==> config.mk <==
export PLATFORM = sky130hd
export DESIGN_NAME = advanced_load_address_table_flat
export DESIGN_NICKNAME = d
export VERILOG_FILES = /design/src/rtl/alat_pkg.sv /design/src/rtl/alat_in_if.sv /design/src/rtl/alat_out_if.sv /design/src/rtl/alat_ctrl.sv /design/src/rtl/alat_dpath.sv /design/src/rtl/advanced_load_address_table.sv /design/src/flat_wrapper.sv
export SDC_FILE = /design/constraint.sdc
export NUM_CORES = 2
export LEC_CHECK = 0
export BUFFER_PORTS_ARGS = -buffer_cell sky130_fd_sc_hd__clkbuf_2
export CAP_MARGIN = 20
export CORE_ASPECT_RATIO = 1.4
export CORE_UTILIZATION = 60
export CTS_BUF_LIST = sky130_fd_sc_hd__clkbuf_2 sky130_fd_sc_hd__clkbuf_4 sky130_fd_sc_hd__clkbuf_8
export DETAILED_ROUTE_END_ITERATION = 8
export GPL_ROUTABILITY_DRIVEN = 1
export GPL_TIMING_DRIVEN = 0
export PLACE_DENSITY = 0.76
export SETUP_SLACK_MARGIN = 0.5
export SLEW_MARGIN = 20
export SYNTH_ARGS = -nofsm -noshare
export SYNTH_HDL_FRONTEND = slang
export SYNTH_SLANG_ARGS = --single-unit
==> constraint.sdc <==
create_clock -name clk_i -period 13.2 [get_ports clk_i]
set_input_delay 1.32 -clock clk_i [delete_from_list [all_inputs] [get_ports clk_i]]
set_output_delay 1.32 -clock clk_i [all_outputs]
set_load 0.01 [all_outputs]
==> src/rtl/alat_pkg.sv <==
// ----------------------------------------------------------------------------
// alat_pkg: shared types, codes and helpers of the advanced load address table
// Operation codes, size handling, tag forming and the controller command.
// ----------------------------------------------------------------------------
`default_nettype none

package alat_pkg;

  localparam int unsigned ALAT_ENTRIES = 32;

  localparam int unsigned FUNC_W = 3;
  localparam int unsigned REG_W  = 15;
  localparam int unsigned TAG_W  = 16;
  localparam int unsigned ADDR_W = 64;
  localparam int unsigned SIZE_W = 3;
  localparam int unsigned MASK_W = 4;

  typedef enum logic [FUNC_W-1:0] {
    FUNC_ADV_LOAD   = 3'd0,
    FUNC_CHK_LOAD   = 3'd1,
    FUNC_ADV_CHECK  = 3'd2,
    FUNC_STORE      = 3'd3,
    FUNC_REMOVE_REG = 3'd4,
    FUNC_INV_ALL    = 3'd5
  } func_e;

  typedef enum logic [SIZE_W-1:0] {
    SIZE_1B  = 3'd0,
    SIZE_2B  = 3'd1,
    SIZE_4B  = 3'd2,
    SIZE_8B  = 3'd3,
    SIZE_10B = 3'd4,
    SIZE_16B = 3'd5
  } size_e;

  typedef struct packed {
    logic capture;
    logic commit;
  } alat_cmd_t;

  // codes above the 16 byte code count as 16 bytes
  function automatic logic [SIZE_W-1:0] size_clamp(logic [SIZE_W-1:0] code);
    logic [SIZE_W-1:0] res;
    res = (code > SIZE_16B) ? SIZE_16B : code;
    return res;
  endfunction

  // low address bits ignored for an access of the given size
  function automatic logic [MASK_W-1:0] size_mask(logic [SIZE_W-1:0] code);
    logic [MASK_W-1:0] res;
    unique case (code)
      SIZE_1B: res = 4'h0;
      SIZE_2B: res = 4'h1;
      SIZE_4B: res = 4'h3;
      SIZE_8B: res = 4'h7;
      default: res = 4'hf;
    endcase
    return res;
  endfunction

  // float register n shares its tag with general register 2n
  function automatic logic [TAG_W-1:0] make_tag(logic is_float, logic [REG_W-1:0] num);
    logic [TAG_W-1:0] res;
    res = is_float ? {num, 1'b0} : {1'b0, num};
    return res;
  endfunction

endpackage

`default_nettype wire

==> src/rtl/alat_in_if.sv <==
// ----------------------------------------------------------------------------
// alat_in_if: request channel of the advanced load address table
// Valid/ready handshake with one operation per beat.
// ----------------------------------------------------------------------------
`default_nettype none

interface alat_in_if;
  logic                          valid;
  logic                          ready;
  logic [alat_pkg::FUNC_W-1:0]   func;
  logic                          reg_is_float;
  logic [alat_pkg::REG_W-1:0]    reg_num;
  logic [alat_pkg::ADDR_W-1:0]   address;
  logic [alat_pkg::SIZE_W-1:0]   size_code;
  logic                          clear_flag;

  modport source (
    output valid, func, reg_is_float, reg_num, address, size_code, clear_flag,
    input  ready
  );
  modport sink (
    input  valid, func, reg_is_float, reg_num, address, size_code, clear_flag,
    output ready
  );
endinterface

`default_nettype wire

==> src/rtl/alat_out_if.sv <==
// ----------------------------------------------------------------------------
// alat_out_if: result channel of the advanced load address table
// Valid/ready handshake with one result per beat.
// ----------------------------------------------------------------------------
`default_nettype none

interface alat_out_if;
  logic valid;
  logic ready;
  logic hit;
  logic table_full;

  modport source (
    output valid, hit, table_full,
    input  ready
  );
  modport sink (
    input  valid, hit, table_full,
    output ready
  );
endinterface

`default_nettype wire

==> src/rtl/alat_ctrl.sv <==
// ----------------------------------------------------------------------------
// alat_ctrl: sequencing of the advanced load address table
// Takes a request beat, commits it once the result register is free and owns the result valid.
// ----------------------------------------------------------------------------
`default_nettype none

module alat_ctrl (
  input  wire logic                clk_i,
  input  wire logic                rst_ni,
  input  wire logic                in_valid_i,
  output      logic                in_ready_o,
  output      logic                out_valid_o,
  input  wire logic                out_ready_i,
  output      alat_pkg::alat_cmd_t cmd_o
);

  typedef enum logic {
    ST_IDLE,
    ST_UPDATE
  } state_e;

  state_e state_q;
  logic   out_valid_q;
  logic   out_free;

  assign out_free      = !out_valid_q || out_ready_i;
  assign in_ready_o    = (state_q == ST_IDLE);
  assign cmd_o.capture = in_valid_i && (state_q == ST_IDLE);
  assign cmd_o.commit  = (state_q == ST_UPDATE) && out_free;
  assign out_valid_o   = out_valid_q;

  always_ff @(posedge clk_i or negedge rst_ni) begin
    if (!rst_ni) begin
      state_q     <= ST_IDLE;
      out_valid_q <= 1'b0;
    end else begin
      unique case (state_q)
        ST_IDLE: begin
          if (in_valid_i) begin
            state_q <= ST_UPDATE;
          end
          if (out_ready_i) begin
            out_valid_q <= 1'b0;
          end
        end
        ST_UPDATE: begin
          // hold the update until the result register can take it
          if (out_free) begin
            state_q     <= ST_IDLE;
            out_valid_q <= 1'b1;
          end
        end
        default: begin
          state_q <= ST_IDLE;
        end
      endcase
    end
  end

endmodule

`default_nettype wire

==> src/rtl/alat_dpath.sv <==
// ----------------------------------------------------------------------------
// alat_dpath: entry storage, match logic and update of the table
// Per-entry tag and store compares on capture, valid update on commit.
// ----------------------------------------------------------------------------
`default_nettype none

module alat_dpath #(
  parameter int unsigned ENTRIES = alat_pkg::ALAT_ENTRIES
) (
  input  wire logic                        clk_i,
  input  wire logic                        rst_ni,
  input  wire alat_pkg::alat_cmd_t         cmd_i,
  input  wire logic [alat_pkg::FUNC_W-1:0] func_i,
  input  wire logic                        reg_is_float_i,
  input  wire logic [alat_pkg::REG_W-1:0]  reg_num_i,
  input  wire logic [alat_pkg::ADDR_W-1:0] address_i,
  input  wire logic [alat_pkg::SIZE_W-1:0] size_code_i,
  input  wire logic                        clear_flag_i,
  output      logic                        hit_o,
  output      logic                        table_full_o
);

  localparam int unsigned TW = alat_pkg::TAG_W;
  localparam int unsigned AW = alat_pkg::ADDR_W;
  localparam int unsigned SW = alat_pkg::SIZE_W;
  localparam int unsigned MW = alat_pkg::MASK_W;

  // captured request
  alat_pkg::func_e        func_q;
  logic [TW-1:0]          tag_q;
  logic [AW-1:0]          addr_q;
  logic [SW-1:0]          size_q;
  logic                   clr_q;
  logic [ENTRIES-1:0]     tag_match_q;
  logic [ENTRIES-1:0]     st_match_q;

  // entries
  logic [ENTRIES-1:0]     valid_q;
  logic [TW-1:0]          slot_tag_q  [ENTRIES];
  logic [AW-1:0]          slot_addr_q [ENTRIES];
  logic [SW-1:0]          slot_size_q [ENTRIES];

  logic                   hit_q;
  logic                   full_q;

  logic [TW-1:0]          tag_d;
  logic [SW-1:0]          size_d;
  logic [ENTRIES-1:0]     tag_match_d;
  logic [ENTRIES-1:0]     st_match_d;

  logic                   tag_hit;
  logic                   hit_d;
  logic                   ins;
  logic [ENTRIES-1:0]     drop;
  logic [ENTRIES-1:0]     valid_kept;
  logic [ENTRIES-1:0]     pick;
  logic [ENTRIES-1:0]     valid_d;

  assign tag_d  = alat_pkg::make_tag(reg_is_float_i, reg_num_i);
  assign size_d = alat_pkg::size_clamp(size_code_i);

  // compares run against the incoming beat; the entries cannot change
  // before its commit
  always_comb begin
    logic [SW-1:0] big;
    logic [MW-1:0] m;
    tag_match_d = '0;
    st_match_d  = '0;
    for (int i = 0; i < ENTRIES; i++) begin
      big = (slot_size_q[i] < size_d) ? size_d : slot_size_q[i];
      m   = alat_pkg::size_mask(big);
      tag_match_d[i] = (slot_tag_q[i] == tag_d);
      st_match_d[i]  = (address_i[AW-1:MW] == slot_addr_q[i][AW-1:MW]) &&
                       ((address_i[MW-1:0] & ~m) == (slot_addr_q[i][MW-1:0] & ~m));
    end
  end

  assign tag_hit = |(tag_match_q & valid_q);

  always_comb begin
    drop  = '0;
    ins   = 1'b0;
    hit_d = 1'b0;
    unique case (func_q)
      alat_pkg::FUNC_ADV_LOAD: begin
        drop = tag_match_q;
        ins  = 1'b1;
      end
      alat_pkg::FUNC_CHK_LOAD: begin
        hit_d = tag_hit;
        drop  = clr_q ? tag_match_q : '0;
        ins   = !clr_q && !tag_hit;
      end
      alat_pkg::FUNC_ADV_CHECK: begin
        hit_d = tag_hit;
        drop  = (tag_hit && clr_q) ? tag_match_q : '0;
      end
      alat_pkg::FUNC_STORE:      drop = st_match_q;
      alat_pkg::FUNC_REMOVE_REG: drop = tag_match_q;
      alat_pkg::FUNC_INV_ALL:    drop = '1;
      default: begin
        drop = '0;
      end
    endcase
  end

  // lowest free slot: isolate the lowest zero of the kept valid bits
  assign valid_kept = valid_q & ~drop;
  assign pick       = ~valid_kept & (valid_kept + ENTRIES'(1));
  assign valid_d    = ins ? (valid_kept | pick) : valid_kept;

  always_ff @(posedge clk_i or negedge rst_ni) begin
    if (!rst_ni) begin
      valid_q <= '0;
    end else if (cmd_i.commit) begin
      valid_q <= valid_d;
    end
  end

  always_ff @(posedge clk_i) begin
    if (cmd_i.capture) begin
      func_q      <= alat_pkg::func_e'(func_i);
      tag_q       <= tag_d;
      addr_q      <= address_i;
      size_q      <= size_d;
      clr_q       <= clear_flag_i;
      tag_match_q <= tag_match_d;
      st_match_q  <= st_match_d;
    end
    if (cmd_i.commit) begin
      hit_q  <= hit_d;
      full_q <= &valid_d;
    end
  end

  always_ff @(posedge clk_i) begin
    for (int i = 0; i < ENTRIES; i++) begin
      if (cmd_i.commit && ins && pick[i]) begin
        slot_tag_q[i]  <= tag_q;
        slot_addr_q[i] <= addr_q;
        slot_size_q[i] <= size_q;
      end
    end
  end

  assign hit_o        = hit_q;
  assign table_full_o = full_q;

endmodule

`default_nettype wire

==> src/rtl/advanced_load_address_table.sv <==
// ----------------------------------------------------------------------------
// advanced_load_address_table: fully associative table of speculative loads
// Tracks advanced loads by register tag and address, checks and clears them.
// ----------------------------------------------------------------------------
// Usage:
//   in_i carries one operation per beat (advanced load, check load, advanced
//   check, store update, remove register, invalidate all). out_o returns one
//   beat per operation with the hit flag and whether every slot is in use.
//   A beat is accepted and compared against all slots in parallel; then
//   the update state writes the valid bits and, for an inserting operation,
//   the lowest free slot once the result register is free. The result is
//   valid from that update edge on. One operation is in flight at a time,
//   so no new beat is taken before the pending one is committed; in_i.ready
//   is high while no operation is pending.
//   The result register lets the next beat be accepted while a result waits.
//   If out_o stalls, the pending update waits for the result register and
//   in_i holds ready low meanwhile.
//   Reset clears all valid bits; the table is empty at once, no sweep.
// ----------------------------------------------------------------------------
`default_nettype none

module advanced_load_address_table #(
  parameter int unsigned ENTRIES = alat_pkg::ALAT_ENTRIES
) (
  input  wire logic   clk_i,
  input  wire logic   rst_ni,
  alat_in_if.sink     in_i,
  alat_out_if.source  out_o
);

  alat_pkg::alat_cmd_t cmd;

  alat_ctrl u_ctrl (
    .clk_i       (clk_i),
    .rst_ni      (rst_ni),
    .in_valid_i  (in_i.valid),
    .in_ready_o  (in_i.ready),
    .out_valid_o (out_o.valid),
    .out_ready_i (out_o.ready),
    .cmd_o       (cmd)
  );

  alat_dpath #(
    .ENTRIES (ENTRIES)
  ) u_dpath (
    .clk_i          (clk_i),
    .rst_ni         (rst_ni),
    .cmd_i          (cmd),
    .func_i         (in_i.func),
    .reg_is_float_i (in_i.reg_is_float),
    .reg_num_i      (in_i.reg_num),
    .address_i      (in_i.address),
    .size_code_i    (in_i.size_code),
    .clear_flag_i   (in_i.clear_flag),
    .hit_o          (out_o.hit),
    .table_full_o   (out_o.table_full)
  );

endmodule

`default_nettype wire

==> src/flat_wrapper.sv <==
// flat-port wrapper written by rule: the top's interface ports become plain ports
module advanced_load_address_table_flat 
#(
  parameter int unsigned ENTRIES = alat_pkg::ALAT_ENTRIES
)
  (clk_i, rst_ni, in_i_valid, in_i_func, in_i_reg_is_float, in_i_reg_num, in_i_address, in_i_size_code, in_i_clear_flag, in_i_ready, out_o_valid, out_o_hit, out_o_table_full, out_o_ready);
  alat_in_if in_i_i ();
  alat_out_if out_o_i ();
  input  wire logic clk_i;
  input  wire logic rst_ni;
  input wire logic [$bits(in_i_i.valid)-1:0] in_i_valid;
  input wire logic [$bits(in_i_i.func)-1:0] in_i_func;
  input wire logic [$bits(in_i_i.reg_is_float)-1:0] in_i_reg_is_float;
  input wire logic [$bits(in_i_i.reg_num)-1:0] in_i_reg_num;
  input wire logic [$bits(in_i_i.address)-1:0] in_i_address;
  input wire logic [$bits(in_i_i.size_code)-1:0] in_i_size_code;
  input wire logic [$bits(in_i_i.clear_flag)-1:0] in_i_clear_flag;
  output wire logic [$bits(in_i_i.ready)-1:0] in_i_ready;
  output wire logic [$bits(out_o_i.valid)-1:0] out_o_valid;
  output wire logic [$bits(out_o_i.hit)-1:0] out_o_hit;
  output wire logic [$bits(out_o_i.table_full)-1:0] out_o_table_full;
  input wire logic [$bits(out_o_i.ready)-1:0] out_o_ready;
  assign in_i_i.valid = in_i_valid;
  assign in_i_i.func = in_i_func;
  assign in_i_i.reg_is_float = in_i_reg_is_float;
  assign in_i_i.reg_num = in_i_reg_num;
  assign in_i_i.address = in_i_address;
  assign in_i_i.size_code = in_i_size_code;
  assign in_i_i.clear_flag = in_i_clear_flag;
  assign in_i_ready = in_i_i.ready;
  assign out_o_valid = out_o_i.valid;
  assign out_o_hit = out_o_i.hit;
  assign out_o_table_full = out_o_i.table_full;
  assign out_o_i.ready = out_o_ready;
  advanced_load_address_table #(.ENTRIES(ENTRIES)) u_core (.clk_i(clk_i), .rst_ni(rst_ni), .in_i(in_i_i), .out_o(out_o_i));
endmodule
# Yosys cells after proc, flatten, opt, wreduce, memory -nomap -nowiden
# Memories as Yosys holds them, arrays and structs flattened.
# Cells that the tools add are included.
# word_totals
reg_bits,187
mem_bits_rw,2656
in_bits,91
output_inout_bits,4
word_cells,975
mem_count,3
# mem_list
name,depth,word_bits,rd,rd_clocked_by_memory_dff,write_ports,line,text
u_core.u_dpath.slot_addr_q,32,64,32,0,1,alat_dpath.sv:40,logic [AW-1:0] slot_addr_q [ENTRIES];
u_core.u_dpath.slot_tag_q,32,16,32,0,1,alat_dpath.sv:39,logic [TW-1:0] slot_tag_q [ENTRIES];
u_core.u_dpath.slot_size_q,32,3,32,0,1,alat_dpath.sv:41,logic [SW-1:0] slot_size_q [ENTRIES];
# classes
addsub,1
n_lt_le_gt_ge,33
n_eq_ne,199
mux,420
n_bitwise,103
n_reduce_logical,204
# op_table
operator,n
$mux W64,31
$reduce_or A64 Y1,31
$eq A60 B60 Y1,32
$eq A16 B16 Y1,32
$mux W16,32
$pmux W4 S4,32
$reduce_or A16 Y1,31
$mux W5,93
$and A4 B4 Y4,64
$eq A3 B2 Y1 const B,66
$mux W3,64
$mux W1,161
$pmux W32 S5,1
$eq A4 B4 Y1,32
$not A4 Y4,32
$eq A3 B1 Y1 const B,33
$logic_not A3 Y1,33
$and A32 B32 Y32,3
$lt A3 B3 Y1,32
$mux W32,3
$reduce_or A3 Y1,31
$logic_and A1 B1 Y1,69
$not A32 Y32,2
$add A32 B1 Y32 const B,1
12 further kinds,19

# Longest topological paths before layout
# logic_depth
ltp_word,44
depth_mapped,14
mapped_depth_nobuf,12

# Cells and area by module
# Synthesis repeated with hierarchy kept, for this count alone.
# hier_totals
hier_cells,7669
hier_area_um2,120929.7
# by_module_without_submodules
module,n_inst,cells_per_inst,area_per_inst_um2,seq_area_each_um2
alat_dpath,1,7661,120835.9,85151.7
alat_ctrl,1,8,93.8,50.0

# Worst setup path before layout
# OpenSTA, ideal clock, no wires.
# synth_path
path_type,in2reg
startpoint,input out_o_ready
endpoint,"memory u_core.u_dpath.slot_addr_q[1][576] in the netlist's numbering, enable pin"
setup_ns,0.729
arrival_ns,10.393
required_time_ns,12.471
setup_slack_ns,2.078
stages,6
n_path_buf,0
cell_sequence,nand2b_1 nand2_1 nor2_1 nand2_1 or4_4 nor4_1
# synth_between
elab_chain_len,38
word_cells_on_any_way,192
cone_classes,mux: 126; reduce/logical: 66
# synth_rtl
element,line,text
start: declaration,flat_wrapper.sv:22,input wire logic [$bits(out_o_i.ready)-1:0] out_o_ready;
$logic_or A1 B1 Y1 *,alat_ctrl.sv:26,assign out_free = !out_valid_q || out_ready_i;
$logic_and A1 B1 Y1 *,alat_ctrl.sv:29,assign cmd_o.commit = (state_q == ST_UPDATE) && out_free;
$logic_and A1 B1 Y1 *,alat_dpath.sv:138,if (cmd_i.commit && ins && pick[i]) begin
$logic_and A1 B1 Y1,alat_dpath.sv:138,
$mux W1,alat_dpath.sv:138,
$mux W1 (implied by the code),alat_dpath.sv:140,slot_addr_q[i] <= addr_q;
$reduce_or A64 Y1 (no line),--,
$mux W5 (no line) / $mux W1 (equally long branches) (31 in a row),--,
end: declaration,alat_dpath.sv:40,
# Every way passes the cells marked *; elsewhere a longest branch is shown, timed or not.

# Final worst setup path
# layout_path
startpoint,register u_core.u_dpath.tag_match_q[18]
endpoint,"memory u_core.u_dpath.slot_addr_q[1][972] in the netlist's numbering, enable pin"
# layout_between
elab_chain_len,44
word_cells_on_any_way,204
cone_classes,add/sub: 1; mux: 130; bitwise: 5; reduce/logical: 68
# layout_rtl
element,line,text
start: declaration,alat_dpath.sv:34,logic [ENTRIES-1:0] tag_match_q;
start signal: assignment,alat_dpath.sv:127,tag_match_q <= tag_match_d;
$and A32 B32 Y32,alat_dpath.sv:78,assign tag_hit = |(tag_match_q & valid_q);
$reduce_or A32 Y1,alat_dpath.sv:78,
$logic_and A1 B1 Y1,alat_dpath.sv:96,drop = (tag_hit && clr_q) ? tag_match_q : '0;
$mux W32,alat_dpath.sv:96,
$pmux W32 S5,alat_dpath.sv:84,unique case (func_q)
$not A32 Y32,alat_dpath.sv:108,assign valid_kept = valid_q & ~drop;
$and A32 B32 Y32,alat_dpath.sv:108,
$add A32 B1 Y32 / $not A32 Y32 (equally long branches),alat_dpath.sv:109,assign pick = ~valid_kept & (valid_kept + ENTRIES'(1));
$and A32 B32 Y32,alat_dpath.sv:109,
$logic_and A1 B1 Y1,alat_dpath.sv:138,
$mux W1,alat_dpath.sv:138,
$mux W1 (implied by the code),alat_dpath.sv:140,
$reduce_or A64 Y1 (no line),--,
$mux W5 (no line) / $mux W1 (equally long branches) (31 in a row),--,
# Several ways; a longest one is shown, not always the timed one.

==> results.cfg <==
[outcome]
status = finished clean

[clock_network]
cts_htree_levels = 5
cts_sinks = 2843
clk_pin_slew_worst_paths_ps = 60
holdBufCountCts = 0
insertion_delay_ps = 1140
cts_tree = built
cts_resized = 0
cts_setup_buffers = 0
clk_path_buf_depth = 4
cts_root_buf = clkbuf_8
cts_buffers = 413

[floorplan]
fp.dieW_um = 381
dieArea_um2 = 203000
io_pins = 95
die_y_um = 533
rows = 194
core_um2 = 200000
start_util_pct = 60.5

[pwr]
vdd_drop_max_mv = 0.126
switching_share_pct = 28.3
p_int_uw = 14800
switchingPower_uw = 5830
leakage_uw = 0.0471
pwr-share-comb_pct = 14.1
p_seq_share_pct = 51.7
p_per_area_nw_per_um2 = 144
p_clk_share_pct = 34.2

[hold_path]
worstHoldPathType = in -> async

[timing]
max_freq_mhz = 153
worstMarginPinSlew_ps = 1360
timing.slew.headroom_pct = 9.11
timing.setup.tns_ps = 0
timing.final.hold_violations = 0
fin_crit_ps = 6520
clock_skew_ps = 130
rsz0062_at_grt = false
setup-violations-final = 0
post-route-period-util_pct = 49.4
slew_viol_final = 0
holdWs_ps = 256

[placed_design]
io_buffers = 93
dp_hpwl_um = 355000
place.gp.congestion = 1.00
placed_area_um2 = 135000

[global_route]
gr-usage-met1_pct = 53.7
grt_max_degree = 52
grt.busiest_layer = met2
grt_pass1_wl_um = 659000
track_usage_pct = 49.2
grt_pass1_vias = 77000
grt_use_met3_pct = 21.4
grt-ovfl-total = 0
met2_usage_pct = 70.5
grt_antenna_before_repair = 56

[yosys]
yosysWarnings = 0
synth_nets = 7848
syn_inst = 7669
synth_edf_count = 2809
post_synth.cell_area_avg_um2 = 15.8
synth.distinct_cells = 90
synthesis.area_um2 = 121000
ys.flop_type = edfxtp_1
yosys_register_bits = 2843
async_flop_share_pct = 1.20
yosysSeqAreaShare_pct = 70.4

[critical_path]
path_class = reg -> reg
path_common_cell = buf_4
crit_path_start = u_core.u_dpath.tag_match_q[18]$_DFFE_PP_
r2r_start = u_core.u_dpath.tag_match_q[18]$_DFFE_PP_
critPathCaptureType = register
worst-path-buf-inv = 7
crit_fanout = 11
path_cells = a22oi_1, nand4_1, nor2_1, a21oi_2, nor2_1, o31ai_1, nor2_2, inv_1, or3_1, nor3b_2, buf_4, buf_4, buf_4, buf_4, buf_4, buf_4
critPathRequiredTime_ps = 13960
arrival_ps = 7280
reg2reg_depth = 16
cp_slowest_stage_delay_ps = 800
cp_slowest_cell = nor2_1
path_delay_family = simple AND/OR/NAND/NOR gates
cp-start-kind = register
crit_cells = 16

[detailed_routing]
post_drt_wl_per_cell_um = 42.7
route.detailed.drc = 0
via_per_inst = 6.95
drt_iter0_markers = 15400
antenna_left = 0
dr_total_vias = 82000
drt_pass1_iterations = 7
routed_wl_um = 505000

[cells_and_area]
drive_gt1_share_pct = 18.3
final_area_um2 = 143000
utilization_pct = 71.6
final_common_cell = edfxtp_1
fin_nets = 8977
final_cell_mix = edfxtp_1, xnor2_1, xor2_1
areaGrowthSynthToFinish_pct = 18.5

[flow_run]
maxCapViolCount = 0
## sequential cells by signal, indices dropped and copies added, names as in the netlist
signal,cells
u_core.u_ctrl.out_valid_o,1
u_core.u_dpath.slot_tag_q,512
u_core.u_dpath.clr_q,1
u_core.u_dpath.size_q,3
u_core.u_dpath.func_q,3
u_core.u_dpath.hit_o,1
u_core.u_dpath.tag_match_q,32
u_core.u_ctrl.state_q,1
u_core.u_dpath.table_full_o,1
u_core.u_dpath.slot_addr_q,2048
u_core.u_dpath.addr_q,64
u_core.u_dpath.slot_size_q,96
u_core.u_dpath.st_match_q,32
u_core.u_dpath.tag_q,16
u_core.u_dpath.valid_q,32
## Yosys cell counts, types with 58 or more instances
library cell / n / area, um^2
clkbuf_1: 146 / 548
xnor2_1: 1578 / 13800
mux2i_1: 58 / 581
nand3_1: 69 / 345
o21ai_0: 113 / 566
inv_1: 92 / 345
nand2_1: 125 / 469
a21oi_1: 147 / 736
xor2_1: 979 / 8570
ha_1: 88 / 1100
buf_1: 192 / 721
nor4_1: 272 / 1700
nor3_1: 101 / 505
edfxtp_1: 2809 / 84400
nor2_1: 99 / 372
nand4_1: 462 / 2890
## power groups by stage
stage	clock (uW)	sequential, uW	combinational (uW)
final	7040	10700	2900
after detailed placement	0	10800	2680
after global placement	0	11600	1390
after global routing	7310	10600	2800
after CTS	6940	10600	2690
after floorplan	0	10800	805
## per-stage QoR
step	total power, uW	cells	worst slack (ps)
2_1_floorplan	11600	7669	2080
3_3_place_gp	13000	10400	-6380
3_5_place_dp	13500	11000	6850
4_1_cts	20300	11800	6940
5_1_grt	20700	11800	6670
6_report	20600	11800	6680
## final timing paths
path | endpoint | slack (ps)
worst max-delay path | u_core.u_dpath.slot_addr_q[1][972]$_DFFE_PP_ | 6680
worst min register to register | u_core.u_dpath.valid_q[1]$_DFFE_PN0P_ | 510
worst min-delay path | u_core.u_dpath.valid_q[9]$_DFFE_PN0P_ | 260
worst max register to register | u_core.u_dpath.slot_addr_q[1][972]$_DFFE_PP_ | 6680
max in group asynchronous | u_core.u_dpath.valid_q[21]$_DFFE_PN0P_ | 12510
min in group clk_i | u_core.u_dpath.addr_q[9]$_DFFE_PP_ | 380
## cells by family (layout without fill, tap and decap cells)
| kind of cell | count (synthesis) | count (layout) | synth area share [%] |
|---|---|---|---|
| AO/OA/AOI/OAI | 445 | 445 | 2.38 |
| buffers and inverters | 451 | 1897 | 1.44 |
| XOR/XNOR | 2557 | 2557 | 18.5 |
| flip-flops | 2843 | 2843 | 70.4 |
| multiplexers | 63 | 63 | 0.526 |
| other | 0 | 46 | 0 |
| AND/OR/NAND/NOR | 1221 | 1221 | 5.79 |
| adder cells (fa/ha/maj) | 89 | 89 | 0.919 |
## routing by layer
layer	routed length, um	share of wire, %
met1	146000	29
met2	211000	42
met3	81400	16
met4	65200	13
met5	633	0.13
## worst reg2reg max path, delay by kind of cell (launching register included)
| family | cells | cell delay [ps] |
|---|---|---|
| DFF | 1 | 590 |
| and+or+nand+nor | 6 | 3040 |
| buffers and inverters | 7 | 1600 |
| AOI/OAI and AO/OA | 3 | 1030 |
## layout make-up
class / instances / area [um^2]
inverters: 93 / 349
clock inverters: 184 / 1140
clock buffers: 548 / 6750
well taps: 2646 / 3310
multi-input cells: 4375 / 34500
flip-flops and latches: 2843 / 85200
fillers: 12300 / 56700
plain buffers: 358 / 1630
repair buffers: 714 / 10300
diodes: 46 / 115
(Power assumes the default switching activity.)
